--- src/rtl/rsg_pkg.sv ---
// shared types, constants and helpers of the rs group classifier
package rsg_pkg;

	localparam int COUNT_WIDTH = 32;
	localparam int PIXELS_PER_GROUP = 4;
	localparam int PIX_W = 24;
	localparam int CH_W = 8;
	localparam int OUT_W = 32;
	localparam int CFG_IDX_W = 2;
	localparam int CFG_DATA_W = 2;
	localparam int VAL_W = 10;
	localparam int SPREAD_W = 12;
	localparam int NUM_MASKS = 2;
	localparam int NUM_COUNTERS = 6;

	// register indexes
	localparam logic [CFG_IDX_W-1:0] REG_CHANNEL_SELECT = 2'd0;
	localparam logic [CFG_IDX_W-1:0] REG_FLIP_ALL_FIRST = 2'd1;

	// channel codes, code three reads as blue
	localparam logic [1:0] CH_RED = 2'd0;
	localparam logic [1:0] CH_GREEN = 2'd1;

	// counter slots
	localparam int CNT_REG = 0;
	localparam int CNT_SING = 1;
	localparam int CNT_UNUS = 2;
	localparam int CNT_NEG_REG = 3;
	localparam int CNT_NEG_SING = 4;
	localparam int CNT_NEG_UNUS = 5;

	// bit i selects pixel i (a, b, c, d)
	localparam logic [PIXELS_PER_GROUP-1:0] GROUP_MASK [NUM_MASKS] = '{4'b1001, 4'b0110};

	typedef logic [CH_W-1:0] chan_t;
	typedef logic signed [VAL_W-1:0] sval_t;

	typedef struct packed {
		logic [1:0] up;
		logic [1:0] down;
		logic [1:0] same;
	} rsg_tally_t;

	function automatic logic [SPREAD_W-1:0] absdiff(sval_t x, sval_t y);
		logic signed [VAL_W:0] d;
		d = {x[VAL_W-1], x} - {y[VAL_W-1], y};
		if (d[VAL_W]) begin
			d = -d;
		end
		return {{(SPREAD_W-VAL_W-1){1'b0}}, d};
	endfunction

	// |a-b| + |d-c| + |b-d| + |c-a|
	function automatic logic [SPREAD_W-1:0] spread(sval_t a, sval_t b, sval_t c, sval_t d);
		return absdiff(a, b) + absdiff(d, c) + absdiff(b, d) + absdiff(c, a);
	endfunction

endpackage

--- src/rtl/rsg_front.sv ---
// input register: channel pick, optional lsb flip, clear flag
module rsg_front import rsg_pkg::*; (
	input  logic                  clk,
	input  logic                  arst_n,
	input  logic                  load,
	input  logic                  drain,
	input  logic [PIX_W-1:0]      pixel_a,
	input  logic [PIX_W-1:0]      pixel_b,
	input  logic [PIX_W-1:0]      pixel_c,
	input  logic [PIX_W-1:0]      pixel_d,
	input  logic                  clear_counts,
	input  logic [1:0]            channel_select,
	input  logic                  flip_all_first,
	output logic                  valid_s1,
	output logic                  clear_s1,
	output chan_t                 val_s1 [PIXELS_PER_GROUP]
);

	logic [PIX_W-1:0] pix [PIXELS_PER_GROUP];
	chan_t            pick [PIXELS_PER_GROUP];

	assign pix[0] = pixel_a;
	assign pix[1] = pixel_b;
	assign pix[2] = pixel_c;
	assign pix[3] = pixel_d;

	always_comb begin
		for (int i = 0; i < PIXELS_PER_GROUP; i++) begin
			unique case (channel_select)
				CH_RED:   pick[i] = pix[i][23:16];
				CH_GREEN: pick[i] = pix[i][15:8];
				default:  pick[i] = pix[i][7:0];
			endcase
			pick[i] = pick[i] ^ {{(CH_W-1){1'b0}}, flip_all_first};
		end
	end

	always_ff @(posedge clk or negedge arst_n) begin
		if (!arst_n) begin
			valid_s1 <= 1'b0;
		end else if (load) begin
			valid_s1 <= 1'b1;
		end else if (drain) begin
			valid_s1 <= 1'b0;
		end
	end

	always_ff @(posedge clk) begin
		if (load) begin
			clear_s1 <= clear_counts;
			for (int i = 0; i < PIXELS_PER_GROUP; i++) begin
				val_s1[i] <= pick[i];
			end
		end
	end

endmodule

--- config.mk ---
export PLATFORM = sky130hd
export DESIGN_NAME = rsg_front
export DESIGN_NICKNAME = d
export VERILOG_FILES = /design/src/rtl/rsg_pkg.sv /design/src/rtl/rsg_front.sv
export SDC_FILE = /design/constraint.sdc
export NUM_CORES = 1
export LEC_CHECK = 0
export BUFFER_PORTS_ARGS = -buffer_cell sky130_fd_sc_hd__buf_2
export CAP_MARGIN = 20
export CORE_ASPECT_RATIO = 0.8
export CORE_MARGIN = 3
export CORE_UTILIZATION = 30
export DETAILED_ROUTE_END_ITERATION = 7
export PLACE_DENSITY = 0.73
export SYNTH_ARGS = -nofsm -noshare
export SYNTH_HDL_FRONTEND = slang
export SYNTH_SLANG_ARGS = --single-unit
--- constraint.sdc ---
create_clock -name clk -period 0.8 [get_ports clk]
set_input_delay 0.04 -clock clk [delete_from_list [all_inputs] [get_ports clk]]
set_output_delay 0.04 -clock clk [all_outputs]
set_load 0.01 [all_outputs]
# Word-level counts from Yosys, hierarchy flattened
# Index checks and enable logic that the tools add are counted.
# word_totals
output_inout_bits,34
in_bits,104
ff_bits,34
# classes
n_eq_ne,1
n_mux,6
reduce_logical,2
bitwise,4
# ops
cell,n
8-bit one-hot mux with 2 select lines,4
8-bit by 1-bit bitwise XOR with 8-bit output,4
2-bit by 1-bit == test with 1-bit output (second input constant),1
2-bit zero test,1
1-bit 2-to-1 mux,2
2-bit nonzero test,1

# Longest topological paths before layout
# Gate-level depths: netlist of run 1.
# depth
ltp_word,3
ltp_mapped,5

# Least setup slack after synthesis of run 1
# Ideal clock, no wire load.
# synth_path
path_type,input -> register
from,in channel_select[0]
to,reg val_s1[10] (netlist bit) (data pin)
cell_stages,5
path_slack_ns,-0.114
arrival_ns,0.648
t_required_ns,0.534
path_buffers,3
cell_sequence,buf_6 buf_12 buf_12 mux2i_1 o21ai_1
# synth_lines
item,line,rtl
from (decl),rsg_front.sv:12,"input logic [1:0] channel_select,"
"to (signal, indexed assignment)",rsg_front.sv:52,val_s1[i] <= pick[i];
to (decl),rsg_front.sv:16,output chan_t val_s1 [PIXELS_PER_GROUP]

# Worst setup path after layout of run 1
# layout_path
from,reg val_s1[23] (netlist bit)
to,out val_s1[23] (netlist bit)
# No word-level cell between the ends.

==> flow_summary_export.csv, run 1 <==
group,metric,value,unit
worst_hold_path,whs_path_depth,3,
clocking,cts_sinks,34,
grt,grt_usage,0.138,
place,gp_congestion,0.680,
critical_path,ff2ff_path_depth,2,
final_layout,final_common_cell,"buf_2",
synthesis,yosys.area.top_type,"edfxtp_1",
final_layout,layout.nets,393,
route,vias_per_cell,4.35,
worst_hold_path,worstHoldStart,"drain",
final_layout,fillers,548,
die,fp.dieArea,6860,um^2
synthesis,ys_ff_latch,34,
run_status,failed_checks,"setup timing",
die,die_w,91.9,um
route,drtAntennaViolNets,0,
clocking,insertion_delay,0.28,ns
place,dp_hpwl,3830,um
place,io_buffers,137,
critical_path,endpoint_kind,"output port",
timing,fmax,1160,MHz
synthesis,netlist-cell-type-count,14,
clocking,path_clk_slew,0.07,ns
grt,grt.overflow.total,0,
critical_path,cp.buffers_inverters,1,
final_layout,most-common-layout-cells,"136 x buf_2, 33 x edfxtp_1, 32 x mux2i_1, 32 x nand2_1, 21 x o21ai_1",
timing,setup_viol,34,
clocking,cts_made_buffers,5,
critical_path,critical_path_class,"flip-flop to output port",
power_and_ir_drop,powerDensity,1650,nW/um^2
grt,grt_first_pass_wirelength,7420,um
critical_path,timing.rr.start,"valid_s1",
synthesis,synth_top_area_frac,0.560,
run_status,outcome,"complete, but fails checks",
timing,slew_violations,0,
synthesis,synthCells,147,
synthesis,synth.area.top_cells,"edfxtp_1 56%, mux2i_1 18%, nand2_1 6.8%, o21ai_1 5.7%, buf_12 3.4%",
timing,setup_slack,-0.0612,ns
critical_path,worst_setup_path_start_kind,"flip-flop",
synthesis,yosysSeqAreaShare,0.574,
synthesis,synth.avg_cell_area,12.0,um^2
timing,tightest_slew,0.257,ns
critical_path,max_stage_delay,0.38,ns
route,drc,0,
die,rows,24,
die,dieHeight,74.7,um
timing,rsz0062_at_grt,"true",
critical_path,crit_chain,"buf_2",
die,core-area,5590,um^2
timing,min_period,0.861,ns
critical_path,slowest_stage,"edfxtp_1",
timing,maxSlewHeadroom,0.829,
route,initialDrtViolationCount,59,
grt,antenna_found_initial,0,
final_layout,area_growth,51.9,%
power_and_ir_drop,p_leak,1.32,nW
final_layout,num_antenna_cells,0,
synthesis,syn_nets,251,
grt,grt_pass1_vias,1636,
flow_run,drv_cap,0,
power_and_ir_drop,ir_drop,630,uV
timing,fin_tns_setup,-0.784,ns
critical_path,cp_data_arrival_time,0.82,ns
clocking,htreeDepth,2,
critical_path,startpoint,"val_s1[23]",
final_layout,layout-drive-gt1-share,0.521,
timing,holdWs,0.0254,ns
synthesis,netlist_area,1770,um^2
route,routed_wirelength,4800,um
timing,skew,0,ns
route,first_pass_iters,4,
timing,finalCritPeriodShare,1.08,
grt,grt_max_degree,31,
die,io_pins,138,
worst_hold_path,holdCritPathClass,"input pin to flip-flop",
critical_path,crit_cells,1,
critical_path,cp.required,0.76,ns
clocking,cts-root-buf,"clkbuf_8",
clocking,cts_buffer_depth,2,
route,num_vias,1602,
route,drt-wirelength-per-cell,13.0,um
timing,hold_violations,0,
critical_path,cp_max_fo,1,
synthesis,ys_warn_count,0,
clocking,cts_tree,"done",
die,start_util,0.317,
critical_path,critical-path-top-delay-family,"flip-flops",
==> tightest hold or removal path, delay by kind of cell <==
| family | cells | cell delay (ns) |
|---|---|---|
| AO/OA/AOI/OAI | 1 | 0.10 |
| buffers and inverters | 2 | 0.14 |
==> cells in the mapped netlist <==
cell type and count:
edfxtp_1 33, mux2i_1 32, nand2_1 32, o21ai_1 20, o21ai_0 12, buf_2 4, xor2_1 4, buf_12 3
clkbuf_1 2, a21o_1 1, buf_4 1, buf_6 1, dfrtp_1 1, inv_1 1
==> per-stage QoR <==
stage / area, um^2 / setup WS (ns) / std cells / total power [mW] / util
3_5_place_dp: 2570 / -0.310 / 357 / 3.19 / 0.459
4_1_cts: 2680 / -0.0817 / 367 / 4.54 / 0.480
2_1_floorplan: 1790 / -0.102 / 147 / 2.68 / -
6_report: 2690 / -0.0612 / 368 / 4.44 / 0.481
5_1_grt: 2690 / -0.0950 / 368 / 4.71 / 0.481
3_3_place_gp: 2570 / -0.261 / 357 / 3.16 / 0.459
==> what timing repair did <==
action	in CTS	in global routing
buffers inserted	0	1
gates resized for setup	1	0
hold endpoints to repair	2	0
hold buffers	2	0
endpoints found under the setup margin	35	34
==> where the power goes <==
group	switching [mW]	internal [mW]	leakage, nW
clock network	0.600	0.694	0.0482
logic	0.455	0.492	0.939
registers	0.0395	2.16	0.333
==> worst paths after layout <==
check                             end  slack (ns)
max                        val_s1[23]       -0.06
max reg2reg                  valid_s1        0.02
min reg2reg                  valid_s1        0.58
min                          valid_s1        0.03
max in group asynchronous    valid_s1        0.66
min in group asynchronous    valid_s1        0.06
==> registers in the layout, indices dropped and copies added, names as in the netlist <==
signal	count
val_s1	32
valid_s1	1
clear_s1	1
==> layer usage <==
layer / global-route usage / vias to the layer above / wire length (um)
met1: 0.153 / 706 / 1890
li1: - / 814 / -
met3: 0.0500 / 2 / 472
met2: 0.253 / 80 / 2410
met4: 0.0461 / 0 / 21
met5: 0 / - / 0
==> layout make-up <==
| type | instances | area [um^2] | share of cell area |
|---|---|---|---|
| timing repair buffer | 146 | 836 | 0.311 |
| clock inverter | 1 | 5.00 | 0.00186 |
| tap | 78 | 97.6 | 0.0363 |
| clock buffer | 7 | 86.3 | 0.0321 |
| multi-input combinational | 101 | 643 | 0.239 |
| sequential | 34 | 1020 | 0.378 |
| inverter | 1 | 3.75 | 0.00140 |
==> cells by family after synthesis <==
family                    count (synthesis)  synth area share
buffers and inverters                    12            0.0622
xor gates and xnor gates                  4            0.0198
muxes                                    32             0.181
AOI/OAI and AO/OA                        33            0.0948
and+or+nand+nor                          32            0.0679
DFF                                      34             0.574
Power figures use the tool's default switching activity.
==> run 2, diff against run 1 <==
--- a/config.mk
+++ b/config.mk
@@ -7,11 +7,13 @@
 export LEC_CHECK = 0
 export BUFFER_PORTS_ARGS = -buffer_cell sky130_fd_sc_hd__buf_2
 export CAP_MARGIN = 20
+export CELL_PAD_IN_SITES_DETAIL_PLACEMENT = 1
+export CELL_PAD_IN_SITES_GLOBAL_PLACEMENT = 1
 export CORE_ASPECT_RATIO = 0.8
 export CORE_MARGIN = 3
-export CORE_UTILIZATION = 30
+export CORE_UTILIZATION = 28
 export DETAILED_ROUTE_END_ITERATION = 7
-export PLACE_DENSITY = 0.73
+export PLACE_DENSITY = 0.89
 export SYNTH_ARGS = -nofsm -noshare
 export SYNTH_HDL_FRONTEND = slang
 export SYNTH_SLANG_ARGS = --single-unit
==> flow_summary_export.csv, run 2 (synthesis results as in run 1) <==
group,metric,value,unit
final_layout,most-common-layout-cells,"135 x buf_2, 33 x edfxtp_1, 32 x mux2i_1, 32 x nand2_1, 21 x o21ai_1",
critical_path,startpoint,"val_s1[6]",
place,placed_cell_area,2570,um^2
grt,grt_pass1_vias,1791,
worst_hold_path,hold_end,"val_s1[20]",
final_layout,layout.cells.non_filler,370,
clocking,insertion_delay,0.28,ns
final_layout,fillers,719,
critical_path,timing.rr.start,"valid_s1",
timing,skew,0,ns
clocking,cts_tree,"done",
route,drt-wirelength-per-cell,14.4,um
final_layout,area_growth,51.5,%
power_and_ir_drop,p_sw,1.10,mW
critical_path,timing.rr.end,"valid_s1",
final_layout,final_common_cell,"buf_2",
route,initialDrtViolationCount,19,
timing,holdWs,0.0341,ns
final_layout,regMostFlops,"val_s1",
critical_path,ff2ff_path_depth,1,
final_layout,largest_registers,"val_s1 x32, clear_s1 x1, valid_s1 x1",
route,routed_wirelength,5330,um
critical_path,endpoint_kind,"output port",
grt,grt_first_pass_wirelength,8010,um
critical_path,rrSetupSlack,0.14,ns
timing,setup_viol,34,
run_status,failed_checks,"setup timing",
clocking,htreeDepth,2,
final_layout,layout-drive-gt1-share,0.516,
die,dieHeight,77.1,um
final_layout,final_cell_area,2680,um^2
place,io_buffers,137,
grt,grt_usage,0.143,
power_and_ir_drop,clockPowerShare,0.273,
flow_run,drv_cap,0,
route,first_pass_iters,3,
critical_path,worst_setup_path_start_kind,"flip-flop",
place,gp_congestion,0.673,
final_layout,register_area,1020,um^2
grt,grt_use_met1,0.140,
grt,grt.overflow.total,0,
clocking,path_clk_slew,0.07,ns
worst_hold_path,holdCritPathClass,"input pin to flip-flop",
power_and_ir_drop,p_leak,1.31,nW
route,num_vias,1662,
grt,grt_max_degree,33,
final_layout,num_antenna_cells,0,
timing,slew_violations,0,
timing,tightest_slew,0.273,ns
timing,fmax,1180,MHz
clocking,cts_setup_buffers,0,
critical_path,crit_chain,"buf_2",
die,fp.dieArea,7310,um^2
clocking,cts_buffer_depth,2,
power_and_ir_drop,combPwrFrac,0.221,
critical_path,critical-path-top-delay-family,"flip-flops",
power_and_ir_drop,powerDensity,1630,nW/um^2
final_layout,layout.nets,392,
critical_path,critical_path_class,"flip-flop to output port",
die,rows,25,
route,drc,0,
timing,min_period,0.848,ns
timing,setup_slack,-0.0480,ns
timing,maxSlewHeadroom,0.816,
clocking,cts_sinks,34,
critical_path,slowest_stage,"edfxtp_1",
power_and_ir_drop,ir_drop,668,uV
place,pre_cts_ws,-0.299,ns
critical_path,max_stage_delay,0.38,ns
clocking,cts_made_buffers,5,
grt,met3_usage,0.0500,
timing,fin_tns_setup,-0.984,ns
die,core-area,6010,um^2
die,io_pins,138,
worst_hold_path,worstHoldStart,"pixel_b[4]",
power_and_ir_drop,intPower,3.26,mW
run_status,outcome,"complete, but fails checks",
timing,finalCritPeriodShare,1.06,
power_and_ir_drop,swShare,0.253,
die,die_w,94.9,um
route,vias_per_cell,4.49,
timing,hold_violations,0,
place,place_inst,360,
final_layout,largest_reg_flops,32,
critical_path,cp.required,0.76,ns
critical_path,cp_max_fo,1,
grt,grt_util_met2,0.267,
die,start_util,0.295,
grt,antenna_found_initial,0,
critical_path,cp.buffers_inverters,1,
critical_path,cp_data_arrival_time,0.81,ns
final_layout,multi_input_area,643,um^2
grt,top_usage_layer,"met2",
clocking,cts-root-buf,"clkbuf_8",
route,drtAntennaViolNets,0,
timing,rsz0062_at_grt,"true",
worst_hold_path,whs_path_depth,3,
power_and_ir_drop,pwr-share-seq,0.506,
place,dp_hpwl,4390,um
-- run 2: cell count changes in the layout (fill, tap and decap cells not counted) --
cell and change:
buf_2 -1, buf_4 -2, buf_6 +1, clkbuf_4 +1, clkbuf_8 -1, clkinv_1 +1
-- run 2: final cells by class --
class | count | share of cell area
Clock inverter | 2 | 0.00327
Sequential cell | 34 | 0.379
Tap cell | 81 | 0.0378
Timing Repair Buffer | 145 | 0.311
Inverter | 1 | 0.00140
Clock buffer | 6 | 0.0271
Multi-Input combinational cell | 101 | 0.240
-- run 2: how the worst max path moves through the flow --
| stage | to | slack (ns) | cells past startpoint |
|---|---|---|---|
| after floorplan | val_s1[10] | -0.10 | 5 |
| after global placement | val_s1[11] | -0.23 | 4 |
| after detailed placement | val_s1[24] | -0.30 | 4 |
| after CTS | val_s1[13] | -0.08 | 1 |
| after global routing | val_s1[16] | -0.10 | 1 |
| final | val_s1[6] | -0.05 | 1 |
-- run 2: timing repair --
item	4_1_cts	5_1_grt
gates resized for setup	0	2
hold buffers	2	0
pin swaps	0	0
setup endpoints to repair	34	36
endpoints found under the hold margin	2	0
gates cloned	0	0
-- run 2: stage by stage --
stage	utilization	power, mW
finish	0.446	4.36
global route	0.446	4.64
CTS	0.445	4.45
detailed placement	0.428	3.21
global placement	0.428	3.16
floorplan	-	2.68
-- run 2: layer usage --
metal / share of wire / vias up
met5: 0 / -
met4: 0.019 / 0
met3: 0.10 / 9
met2: 0.53 / 88
met1: 0.35 / 753
li1: - / 812
-- run 2: power by group through the flow --
stage                     registers (mW)  logic, mW  clock network (mW)
after global routing                2.22       1.07                1.35
after global placement              2.23      0.926                   0
after CTS                           2.21      0.976                1.27
after detailed placement            2.25      0.966                   0
final                               2.21      0.962                1.19
after floorplan                     2.35      0.331                   0
